`config.mk`:
```
export PLATFORM = sky130hd
export DESIGN_NAME = binomial_coefficient
export DESIGN_NICKNAME = d
export VERILOG_FILES = /design/src/rtl/bc_pkg.sv /design/src/rtl/bc_datapath.sv /design/src/rtl/bc_ctrl.sv /design/src/rtl/binomial_coefficient.sv
export SDC_FILE = /design/constraint.sdc
export NUM_CORES = 1
export LEC_CHECK = 0
export ABC_CLOCK_PERIOD_IN_PS = 7700
export BUFFER_PORTS_ARGS = -buffer_cell sky130_fd_sc_hd__clkbuf_2
export CORE_UTILIZATION = 30
export CTS_BUF_LIST = sky130_fd_sc_hd__clkbuf_4 sky130_fd_sc_hd__clkbuf_8
export DETAILED_ROUTE_END_ITERATION = 8
export GPL_TIMING_DRIVEN = 0
export PLACE_DENSITY = 0.57
export SYNTH_ARGS = -nofsm -noshare
export SYNTH_HDL_FRONTEND = slang
export SYNTH_SLANG_ARGS = --single-unit
```
`constraint.sdc`:
```
create_clock -name i_clk -period 7.7 [get_ports i_clk]
set_input_delay 0.77 -clock i_clk [delete_from_list [all_inputs] [get_ports i_clk]]
set_output_delay 0.77 -clock i_clk [all_outputs]
set_load 0.005 [all_outputs]
```
`src/rtl/bc_pkg.sv`:
```
// ----------------------------------------------------------------------------
// bc_pkg
// shared types and defaults for the binomial coefficient unit
// ----------------------------------------------------------------------------
package bc_pkg;

    localparam int DEF_INPUT_BITS  = 8;
    localparam int DEF_RESULT_BITS = 64;

    typedef enum logic [2:0] {
        ST_IDLE,
        ST_TEST,
        ST_MUL,
        ST_DIV,
        ST_UPD,
        ST_DONE
    } t_state;

    typedef struct packed {
        logic load;
        logic mul_start;
        logic mul_step;
        logic div_start;
        logic div_step;
        logic update;
    } t_dp_cmd;

    typedef struct packed {
        logic fin;
        logic cnt_zero;
    } t_dp_status;

endpackage

```
`src/rtl/bc_datapath.sv`:
```
// ----------------------------------------------------------------------------
// bc_datapath
// running value, shift-add multiplier and restoring divider for C(n,k)
// ----------------------------------------------------------------------------
module bc_datapath #(
    parameter int INPUT_BITS  = bc_pkg::DEF_INPUT_BITS,
    parameter int RESULT_BITS = bc_pkg::DEF_RESULT_BITS
) (
    input  logic                   i_clk,
    input  logic [INPUT_BITS-1:0]  i_total,
    input  logic [INPUT_BITS-1:0]  i_choose,
    input  bc_pkg::t_dp_cmd        i_cmd,
    output bc_pkg::t_dp_status     o_status,
    output logic [RESULT_BITS-1:0] o_result,
    output logic                   o_ovf
);
    import bc_pkg::*;

    localparam int PW = RESULT_BITS + INPUT_BITS;
    localparam int CW = $clog2(PW);

    logic [INPUT_BITS-1:0]  r_n, r_k, r_i, r_mul;
    logic [INPUT_BITS-1:0]  r_rem;
    logic [RESULT_BITS-1:0] r_c;
    logic [PW-1:0]          r_acc;
    logic [CW-1:0]          r_bit;
    logic                   r_ovf;

    logic [INPUT_BITS-1:0]  nk, kk;
    logic [INPUT_BITS:0]    rem_sh;
    logic [INPUT_BITS:0]    diff;
    logic                   q_bit;
    logic [PW-1:0]          mul_sum;

    assign nk      = i_total - i_choose;
    assign kk      = (i_choose > nk) ? nk : i_choose;
    assign rem_sh  = {r_rem, r_acc[PW-1]};
    assign diff    = rem_sh - {1'b0, r_i};
    assign q_bit   = (rem_sh >= {1'b0, r_i});
    assign mul_sum = {r_acc[PW-2:0], 1'b0}
                   + (r_mul[INPUT_BITS-1] ? PW'(r_c) : PW'(0));

    always_ff @(posedge i_clk) begin
        if (i_cmd.load) begin
            r_n   <= i_total;
            r_i   <= INPUT_BITS'(2);
            r_ovf <= 1'b0;
            if (i_choose > i_total) begin
                r_c <= '0;
                r_k <= '0;
            end else if (kk == '0) begin
                r_c <= RESULT_BITS'(1);
                r_k <= '0;
            end else begin
                r_c <= RESULT_BITS'(i_total);
                r_k <= kk;
            end
        end

        if (i_cmd.mul_start) begin
            r_acc <= '0;
            r_mul <= r_n - r_i + INPUT_BITS'(1);
        end else if (i_cmd.mul_step) begin
            r_acc <= mul_sum;
            r_mul <= {r_mul[INPUT_BITS-2:0], 1'b0};
        end else if (i_cmd.div_step) begin
            r_acc <= {r_acc[PW-2:0], q_bit};
            r_rem <= q_bit ? diff[INPUT_BITS-1:0] : rem_sh[INPUT_BITS-1:0];
        end

        if (i_cmd.div_start) begin
            r_rem <= '0;
        end

        if (i_cmd.mul_start) begin
            r_bit <= CW'(INPUT_BITS - 1);
        end else if (i_cmd.div_start) begin
            r_bit <= CW'(PW - 1);
        end else if (i_cmd.mul_step || i_cmd.div_step) begin
            r_bit <= r_bit - CW'(1);
        end

        // quotient above result width means saturation
        if (i_cmd.update) begin
            r_i <= r_i + INPUT_BITS'(1);
            if (r_acc[PW-1:RESULT_BITS] != '0) begin
                r_c   <= '1;
                r_ovf <= 1'b1;
            end else begin
                r_c <= r_acc[RESULT_BITS-1:0];
            end
        end
    end

    assign o_status.fin      = r_ovf || (r_i > r_k);
    assign o_status.cnt_zero = (r_bit == '0);
    assign o_result          = r_c;
    assign o_ovf             = r_ovf;

endmodule

```
`src/rtl/bc_ctrl.sv`:
```
// ----------------------------------------------------------------------------
// bc_ctrl
// sequencer for the multiply then exact divide loop
// ----------------------------------------------------------------------------
module bc_ctrl (
    input  logic               i_clk,
    input  logic               i_rst_n,
    input  logic               i_in_valid,
    input  logic               i_out_free,
    input  bc_pkg::t_dp_status i_status,
    output logic               o_in_ready,
    output logic               o_out_load,
    output bc_pkg::t_dp_cmd    o_cmd
);
    import bc_pkg::*;

    t_state r_state, n_state;

    always_ff @(posedge i_clk) begin
        if (!i_rst_n) begin
            r_state <= ST_IDLE;
        end else begin
            r_state <= n_state;
        end
    end

    always_comb begin
        n_state = r_state;
        unique case (r_state)
            ST_IDLE: begin
                if (i_in_valid) n_state = ST_TEST;
            end
            ST_TEST: begin
                n_state = i_status.fin ? ST_DONE : ST_MUL;
            end
            ST_MUL: begin
                if (i_status.cnt_zero) n_state = ST_DIV;
            end
            ST_DIV: begin
                if (i_status.cnt_zero) n_state = ST_UPD;
            end
            ST_UPD: begin
                n_state = ST_TEST;
            end
            ST_DONE: begin
                if (i_out_free) n_state = ST_IDLE;
            end
            default: n_state = ST_IDLE;
        endcase
    end

    always_comb begin
        o_cmd      = '0;
        o_in_ready = 1'b0;
        o_out_load = 1'b0;
        unique case (r_state)
            ST_IDLE: begin
                o_in_ready = 1'b1;
                o_cmd.load = i_in_valid;
            end
            ST_TEST: begin
                o_cmd.mul_start = !i_status.fin;
            end
            ST_MUL: begin
                o_cmd.mul_step  = 1'b1;
                o_cmd.div_start = i_status.cnt_zero;
            end
            ST_DIV: begin
                o_cmd.div_step = 1'b1;
            end
            ST_UPD: begin
                o_cmd.update = 1'b1;
            end
            ST_DONE: begin
                o_out_load = i_out_free;
            end
            default: begin
                o_cmd = '0;
            end
        endcase
    end

endmodule

```
`src/rtl/binomial_coefficient.sv`:
```
// ----------------------------------------------------------------------------
// binomial_coefficient
// computes C(n,k) with saturation to all ones and an overflow flag
// ----------------------------------------------------------------------------
// usage:
//   s_axis carries one word {choose_count, total_count}; m_axis returns one
//   word per input with combinations in tdata and overflow in tuser.
//   k is folded to min(k, n-k); k > n gives 0, a folded k of 0 gives 1.
//   each loop step i = 2..k is a shift-add multiply by n-i+1, then a
//   restoring divide by i, then the update and test states of the
//   sequencer; the loop ends early when the value saturates. one item is
//   worked at a time, the sequencer being the limit, and the next word can
//   be accepted in the cycle after the result is loaded.
//   a finished result sits in the output register, so the next word is
//   accepted while the receiver stalls; a second result then waits in the
//   sequencer until the output register drains.
//   reset (synchronous, active low) returns to idle and drops m_axis_tvalid.
// ----------------------------------------------------------------------------
module binomial_coefficient #(
    parameter int INPUT_BITS  = bc_pkg::DEF_INPUT_BITS,
    parameter int RESULT_BITS = bc_pkg::DEF_RESULT_BITS
) (
    input  logic                                  i_clk,
    input  logic                                  i_rst_n,
    input  logic                                  s_axis_tvalid,
    output logic                                  s_axis_tready,
    // total_count, choose_count
    input  logic [((2*INPUT_BITS+7)/8)*8-1:0]     s_axis_tdata,
    output logic                                  m_axis_tvalid,
    input  logic                                  m_axis_tready,
    // combinations
    output logic [((RESULT_BITS+7)/8)*8-1:0]      m_axis_tdata,
    // overflow
    output logic                                  m_axis_tuser
);
    import bc_pkg::*;

    localparam int OUT_W = ((RESULT_BITS + 7) / 8) * 8;

    t_dp_cmd                cmd;
    t_dp_status             status;
    logic                   out_load;
    logic                   out_free;
    logic [RESULT_BITS-1:0] dp_result;
    logic                   dp_ovf;

    logic                   r_out_valid;
    logic [RESULT_BITS-1:0] r_out_data;
    logic                   r_out_ovf;

    assign out_free = !r_out_valid || m_axis_tready;

    bc_ctrl u_ctrl (
        .i_clk      (i_clk),
        .i_rst_n    (i_rst_n),
        .i_in_valid (s_axis_tvalid),
        .i_out_free (out_free),
        .i_status   (status),
        .o_in_ready (s_axis_tready),
        .o_out_load (out_load),
        .o_cmd      (cmd)
    );

    bc_datapath #(
        .INPUT_BITS  (INPUT_BITS),
        .RESULT_BITS (RESULT_BITS)
    ) u_datapath (
        .i_clk    (i_clk),
        .i_total  (s_axis_tdata[INPUT_BITS-1:0]),
        .i_choose (s_axis_tdata[2*INPUT_BITS-1:INPUT_BITS]),
        .i_cmd    (cmd),
        .o_status (status),
        .o_result (dp_result),
        .o_ovf    (dp_ovf)
    );

    always_ff @(posedge i_clk) begin
        if (!i_rst_n) begin
            r_out_valid <= 1'b0;
        end else if (out_load) begin
            r_out_valid <= 1'b1;
        end else if (m_axis_tready) begin
            r_out_valid <= 1'b0;
        end
    end

    always_ff @(posedge i_clk) begin
        if (out_load) begin
            r_out_data <= dp_result;
            r_out_ovf  <= dp_ovf;
        end
    end

    assign m_axis_tvalid = r_out_valid;
    assign m_axis_tdata  = OUT_W'(r_out_data);
    assign m_axis_tuser  = r_out_ovf;

`ifndef SYNTHESIS
    a_sat_ones: assert property (@(posedge i_clk) disable iff (!i_rst_n)
        (r_out_valid && r_out_ovf) |-> (r_out_data == {RESULT_BITS{1'b1}}))
        else $error("overflow flagged without saturated value");

    a_one_at_a_time: assert property (@(posedge i_clk) disable iff (!i_rst_n)
        (s_axis_tvalid && s_axis_tready) |=> !s_axis_tready)
        else $error("second word taken while busy");

    a_no_overwrite: assert property (@(posedge i_clk) disable iff (!i_rst_n)
        out_load |-> (!r_out_valid || m_axis_tready))
        else $error("output register overwritten before taken");

    a_load_busy: assert property (@(posedge i_clk) disable iff (!i_rst_n)
        out_load |-> !s_axis_tready)
        else $error("result loaded while idle");
`endif

endmodule

```
-- After elaboration in Yosys (flattened, before gate mapping)
Cells that the tools add are included.
- input port bits: 20
- bits in registers: 253
- output and inout bits: 67
- bitwise operators: 2
- muxes and demuxes: 34
- equality and inequality tests: 9
- reduce and logical (&&, ||, !) cells: 18
- magnitude comparators: 4
- add/sub/neg operators: 7
- operator list (kind ; count):
    $mux W64 ; 5
    $mux W72 ; 2
    $add A72 B72 Y72 ; 1
    $mux W8 ; 7
    $gt A8 B8 Y1 ; 3
    $sub A8 B8 Y8 ; 3
    $pmux W3 S6 ; 1
    $add A8 B1 Y8 const B ; 2
    $mux W3 ; 5
    $mux W7 ; 2
    $mux W1 ; 11
    $reduce_bool A2 Y1 ; 5
    $ge A9 B8 Y1 ; 1
    $logic_not A8 Y1 ; 1
    $reduce_bool A8 Y1 ; 1
    $logic_not A7 Y1 ; 1
    $sub A7 B1 Y7 const B ; 1
    $eq A3 B2 Y1 const B ; 2
    $eq A3 B3 Y1 const B ; 2
    $ne A2 B1 Y1 const B ; 3
    $reduce_and A4 Y1 ; 1
    $reduce_or A2 Y1 ; 2
    $eq A3 B1 Y1 const B ; 1
    $logic_not A3 Y1 ; 1
    other kinds (6) ; 10

-- Longest topological paths before layout
- depth after elaboration: 8
- mapped depth: 22

-- By module
From an unflattened synthesis, not the netlist that was laid out.
- cells, all modules: 1599
- area total of the unflattened synthesis: 15763.9 um^2
- modules (own cells, without submodules) (module ; cells an instance ; area each (um^2) ; seq. area each (um^2) ; times used):
    bc_datapath ; 1500 ; 13514.2 ; 4644.5 ; 1
    binomial_coefficient ; 69 ; 2000.7 ; 1971.9 ; 1
    bc_ctrl ; 30 ; 249.0 ; 60.1 ; 1

-- Worst setup path before layout
No wires, ideal clock.
- path kind: input to register
- start: input s_axis_tdata[0]
- end: register u_datapath.r_c[3] (netlist: u_datapath.o_result[3]), data pin
- slack: 3309 ps
- setup time: 256 ps
- buffers on the path: 1
- data required time: 7444 ps
- arrival: 4135 ps
- stages: 20
- cell sequence: inv_1 -> ha_1 -> inv_1 -> fa_1 -> a21o_1 -> a21oi_1 -> o21bai_1 -> a21oi_1 -> xnor2_1 -> ha_1 -> nand4_1 -> o21ai_0 -> o31a_1 -> clkbuf_1 -> nand3_1 -> nor3_1 -> o21a_1 -> nor2_1 -> a21oi_1 -> nor2_1
- longest elaborated chain between the ends: 8
- RTL lines (item ; line ; source):
    start, declared ; binomial_coefficient.sv:28 ; input logic [((2*INPUT_BITS+7)/8)*8-1:0] s_axis_tdata,
    $sub A8 B8 Y8 ; bc_datapath.sv:35 ; assign nk = i_total - i_choose;
    $gt A8 B8 Y1 ; bc_datapath.sv:36 ; assign kk = (i_choose > nk) ? nk : i_choose;
    $mux W8 ; bc_datapath.sv:36 ;
    $logic_not A8 Y1 ; bc_datapath.sv:51 ; end else if (kk == '0) begin
    $mux W8 ; bc_datapath.sv:51 ;
    $mux W64 (*) ; bc_datapath.sv:48 ; if (i_choose > i_total) begin
    $mux W64 (*) ; bc_datapath.sv:44 ; if (i_cmd.load) begin
    $mux W64 (*) ; bc_datapath.sv:84 ; if (i_cmd.update) begin
    end signal, assigned ; bc_datapath.sv:55 ; r_c <= RESULT_BITS'(i_total);
    end signal, assigned ; bc_datapath.sv:90 ; r_c <= r_acc[RESULT_BITS-1:0];
    end, declared ; bc_datapath.sv:24 ; logic [RESULT_BITS-1:0] r_c;
Mark *: on every way between the ends. The rest lies on a longest branch, timed or not. The select of a mux whose other input is x is not followed.
A chain may end at the register's enable or synchronous reset.

-- Worst setup path in the final report
- start: register u_datapath.r_mul[7]
- end: register u_datapath.r_acc[59]
- longest elaborated chain between the ends: 3
- RTL lines (item ; line ; source):
    start, declared ; bc_datapath.sv:22 ; logic [INPUT_BITS-1:0] r_n, r_k, r_i, r_mul;
    start signal, assigned ; bc_datapath.sv:62 ; r_mul <= r_n - r_i + INPUT_BITS'(1);
    start signal, assigned ; bc_datapath.sv:65 ; r_mul <= {r_mul[INPUT_BITS-2:0], 1'b0};
    $mux W64 ; bc_datapath.sv:41 ; + (r_mul[INPUT_BITS-1] ? PW'(r_c) : PW'(0));
    $add A72 B72 Y72 ; bc_datapath.sv:41 ;
    $mux W72 ; bc_datapath.sv:63 ; end else if (i_cmd.mul_step) begin
    end signal, assigned ; bc_datapath.sv:64 ; r_acc <= mul_sum;
    end signal, assigned ; bc_datapath.sv:67 ; r_acc <= {r_acc[PW-2:0], q_bit};
    end, declared ; bc_datapath.sv:25 ; logic [PW-1:0] r_acc;
Every way passes these cells.

==> results.toml <==
[timing]
slew_headroom_pct = 23.7
setup_viol = 0
clock.fmax_mhz = 200
finalSetupTns_ns = 0
min_period_over_period_pct = 64.9
finalMaxSlewViolations = 0
fin_crit_ns = 5.00
rsz0062_at_grt = "no"
fin_ws_ns = 2.70
final-hold-violation-count = 0
worst_slew_pin_slew_ns = 1.14
skew_ns = 0.0227

[place]
routabilityCongestion = 0.946
dp_hpwl_mm = 33.4
port_buffers = 86
pre_cts_ws_ns = 2.43

[global_route]
grt_overflow = 0
antenna_found_initial = 0
grt_pass1_vias = 12800
grt_max_degree = 43
grtUsageTotal_pct = 17.1
grt_pass1_wl_mm = 70.7

[floorplanning]
initial_utilization_pct = 30.6
die-area_mm2 = 0.0525
die_x_um = 229
die_h_um = 229
ios = 87
rows = 82
core_mm2 = 0.0505

[final_layout]
drive_above_1_share_pct = 10.7
antenna_cells = 0
area_growth_pct = 15.3
nets = 2005
fillers = 5282

[yosys]
netlist.area_leader.share_pct = 31.2
synth.most_common_cell = "nor2_1"
synth_flop_cell = "edfxtp_1"
synth_area_per_cell_um2 = 8.93
ys_types = 77
synth_edf_count = 161
synth.area.top_cells = "edfxtp_1, dfxtp_1, ha_1"
synth_warnings = 0
syn_nets = 1867
ys_seq_elements = 253
synth_async_sr_flop_share_pct = 0
synth_top_cell_by_area = "edfxtp_1"
synthCells = 1732
synthTopCellsByCount = "nor2_1, edfxtp_1, a21oi_1"
seq_area_frac_synth_pct = 43.2
synthesis.area_mm2 = 0.0155

[setup_path]
endpoint_kind = "flip-flop"
cp-start-kind = "flip-flop"
reg2reg_depth = 15
r2r_end = "u_datapath.r_acc[59]"
rr_startpoint = "u_datapath.r_mul[7]"
cp_data_required_time_ns = 8.25
crit_arrival_ns = 5.55
critPathKind = "reg -> reg"
rrSetupSlack_ns = 2.70
cp_max_fo = 10

[pwr]
pwr-share-clk_pct = 17.8
comb_power_share_pct = 52.9
powerDensity_mw_per_mm2 = 453
power.leakage_nw = 7.00
ir_drop_mv = 0.191
p_sw_share_pct = 46.6
pwr-share-seq_pct = 29.3
internal-power_mw = 4.31
p_switching_mw = 3.76

[clock_network]
cts_tree = "built"
cts_setup_buffers = 0
htree_levels = 2
cts_resized = 0
cts_max_path_buffers = 3
holdBufCountCts = 0
cts_buffers = 48
cts.root.buffer_cell = "clkbuf_8"
cts.clk_slew.worst_paths_ns = 0.06
clock-sinks = 253
clock_latency_ns = 0.62

[run]
cap_viol_max_count = 0

[route]
wire_per_inst_um = 17.6
vias_per_cell = 5.12
ant_nets = 0
routed_wirelength_mm = 45.5
vias = 13200
first_pass_iters = 5
drt_first_iter_violations = 830
drcViolationCount = 0

[worst_hold_path]
hold_depth = 1
min_to = "u_datapath.r_n[6]"
hold_path_class = "in -> reg"
hp-start = "s_axis_tdata[6]"

[status]
status = "finished, final reports clean"
==> registers in the layout (all words and copies together), names as in the netlist <==
register	flops
m_axis_tdata	64
m_axis_tuser	1
m_axis_tvalid	1
u_ctrl.r_state	3
u_datapath.o_ovf	1
u_datapath.o_result	64
u_datapath.r_acc	72
u_datapath.r_bit	7
u_datapath.r_i	8
u_datapath.r_k	8
u_datapath.r_mul	8
u_datapath.r_n	8
u_datapath.r_rem	8
==> critical path, stage by stage (launching register included) <==
cell and delay [ns]:
edfxtp_1 0.32, clkbuf_1 0.75, clkbuf_1 0.37, and2_1 0.20, ha_1 0.29, a211oi_1 0.33
o21ai_1 0.21, a21oi_1 0.25, o21ai_1 0.23, a311oi_1 0.98, o41a_1 0.35, o21ai_1 0.13
xnor2_1 0.16, o21ai_1 0.17, o21ai_1 0.09, nor2_1 0.10
==> layout make-up <==
cell class	instances	area [um^2]	area share, %
plain buffers	92	353	1.98
clock inverters	27	220	1.23
flip-flops and latches	253	6680	37.4
clock buffers	63	823	4.62
inverters	62	233	1.30
well taps	672	841	4.71
repair buffers	88	470	2.64
multi-input cells	1325	8220	46.1
==> logic make-up (layout without fill, tap and decap cells) <==
group	count (synthesis)	after routing	share of synthesized area [%]
AND/OR/NAND/NOR	643	643	19.6
AO/OA/AOI/OAI	472	472	18.5
flip-flops	253	253	43.2
buffers and inverters	154	332	3.78
adder cells (fa/ha/maj)	115	115	9.49
XOR/XNOR	82	82	4.64
multiplexers	13	13	0.849
==> how the worst max path moves through the flow <==
stage                             start                endpoint  slack [ns]  depth (start not counted)
detailed placement      s_axis_tdata[0]  u_datapath.o_result[1]        2.43                         21
global route        u_datapath.r_mul[7]    u_datapath.r_acc[59]        2.60                         15
finish              u_datapath.r_mul[7]    u_datapath.r_acc[59]        2.70                         15
CTS                 u_datapath.r_mul[7]    u_datapath.r_acc[59]        2.82                         15
global placement        s_axis_tdata[0]  u_datapath.o_result[1]        2.47                         21
floorplan               s_axis_tdata[0]  u_datapath.o_result[3]        3.31                         20
==> power by group through the flow <==
stage	combinational, mW	clock, mW	sequential, mW
6_report	4.27	1.43	2.37
5_1_grt	4.78	1.53	2.42
4_1_cts	4.26	1.47	2.37
3_5_place_dp	4.23	0	2.39
3_3_place_gp	4.17	0	2.41
2_1_floorplan	3.09	0	2.26
==> per-stage QoR <==
stage / instance area (um^2) / util (%) / hold WS (ns) / cells / power (mW)
floorplan: 15500 / - / 0.417 / 1732 / 5.36
finish: 17800 / 35.3 / 0.395 / 2582 / 8.07
global route: 17800 / 35.3 / 0.358 / 2582 / 8.73
detailed placement: 16800 / 33.3 / 0.431 / 2492 / 6.62
global placement: 16700 / 33.2 / 0.428 / 2490 / 6.57
CTS: 17800 / 35.3 / 0.344 / 2582 / 8.10
==> metal layers <==
| layer | GRT usage (%) | vias up | wire length, um |
|---|---|---|---|
| met5 | 0 | - | 0 |
| met4 | 5.60 | 0 | 1190 |
| met3 | 2.80 | 72 | 2310 |
| met2 | 28.1 | 353 | 21000 |
| met1 | 22.6 | 6283 | 21000 |
| li1 | - | 6504 | - |
==> cell usage in the layout (no fill, tap or decap), drive strengths merged, types with 9 or more instances in the layout <==
master and count:
clkinv 18, mux2i 12, o21bai 15, xor2 30, clkbuf 230, o211ai 27, a21o 34, xnor2 52
nor3 51, nand3 28, edfxtp 161, a211oi 15, nor2 239, o21a 11, nand4 22, o21ai 142
buf 13, nand2 140, ha 111, dfxtp 92, nand2b 18, a31oi 20, and2 76, or3 12
nor2b 12, nor4 9, a21oi 158, and3 14, inv 62
Power figures use the tool's default switching activity.
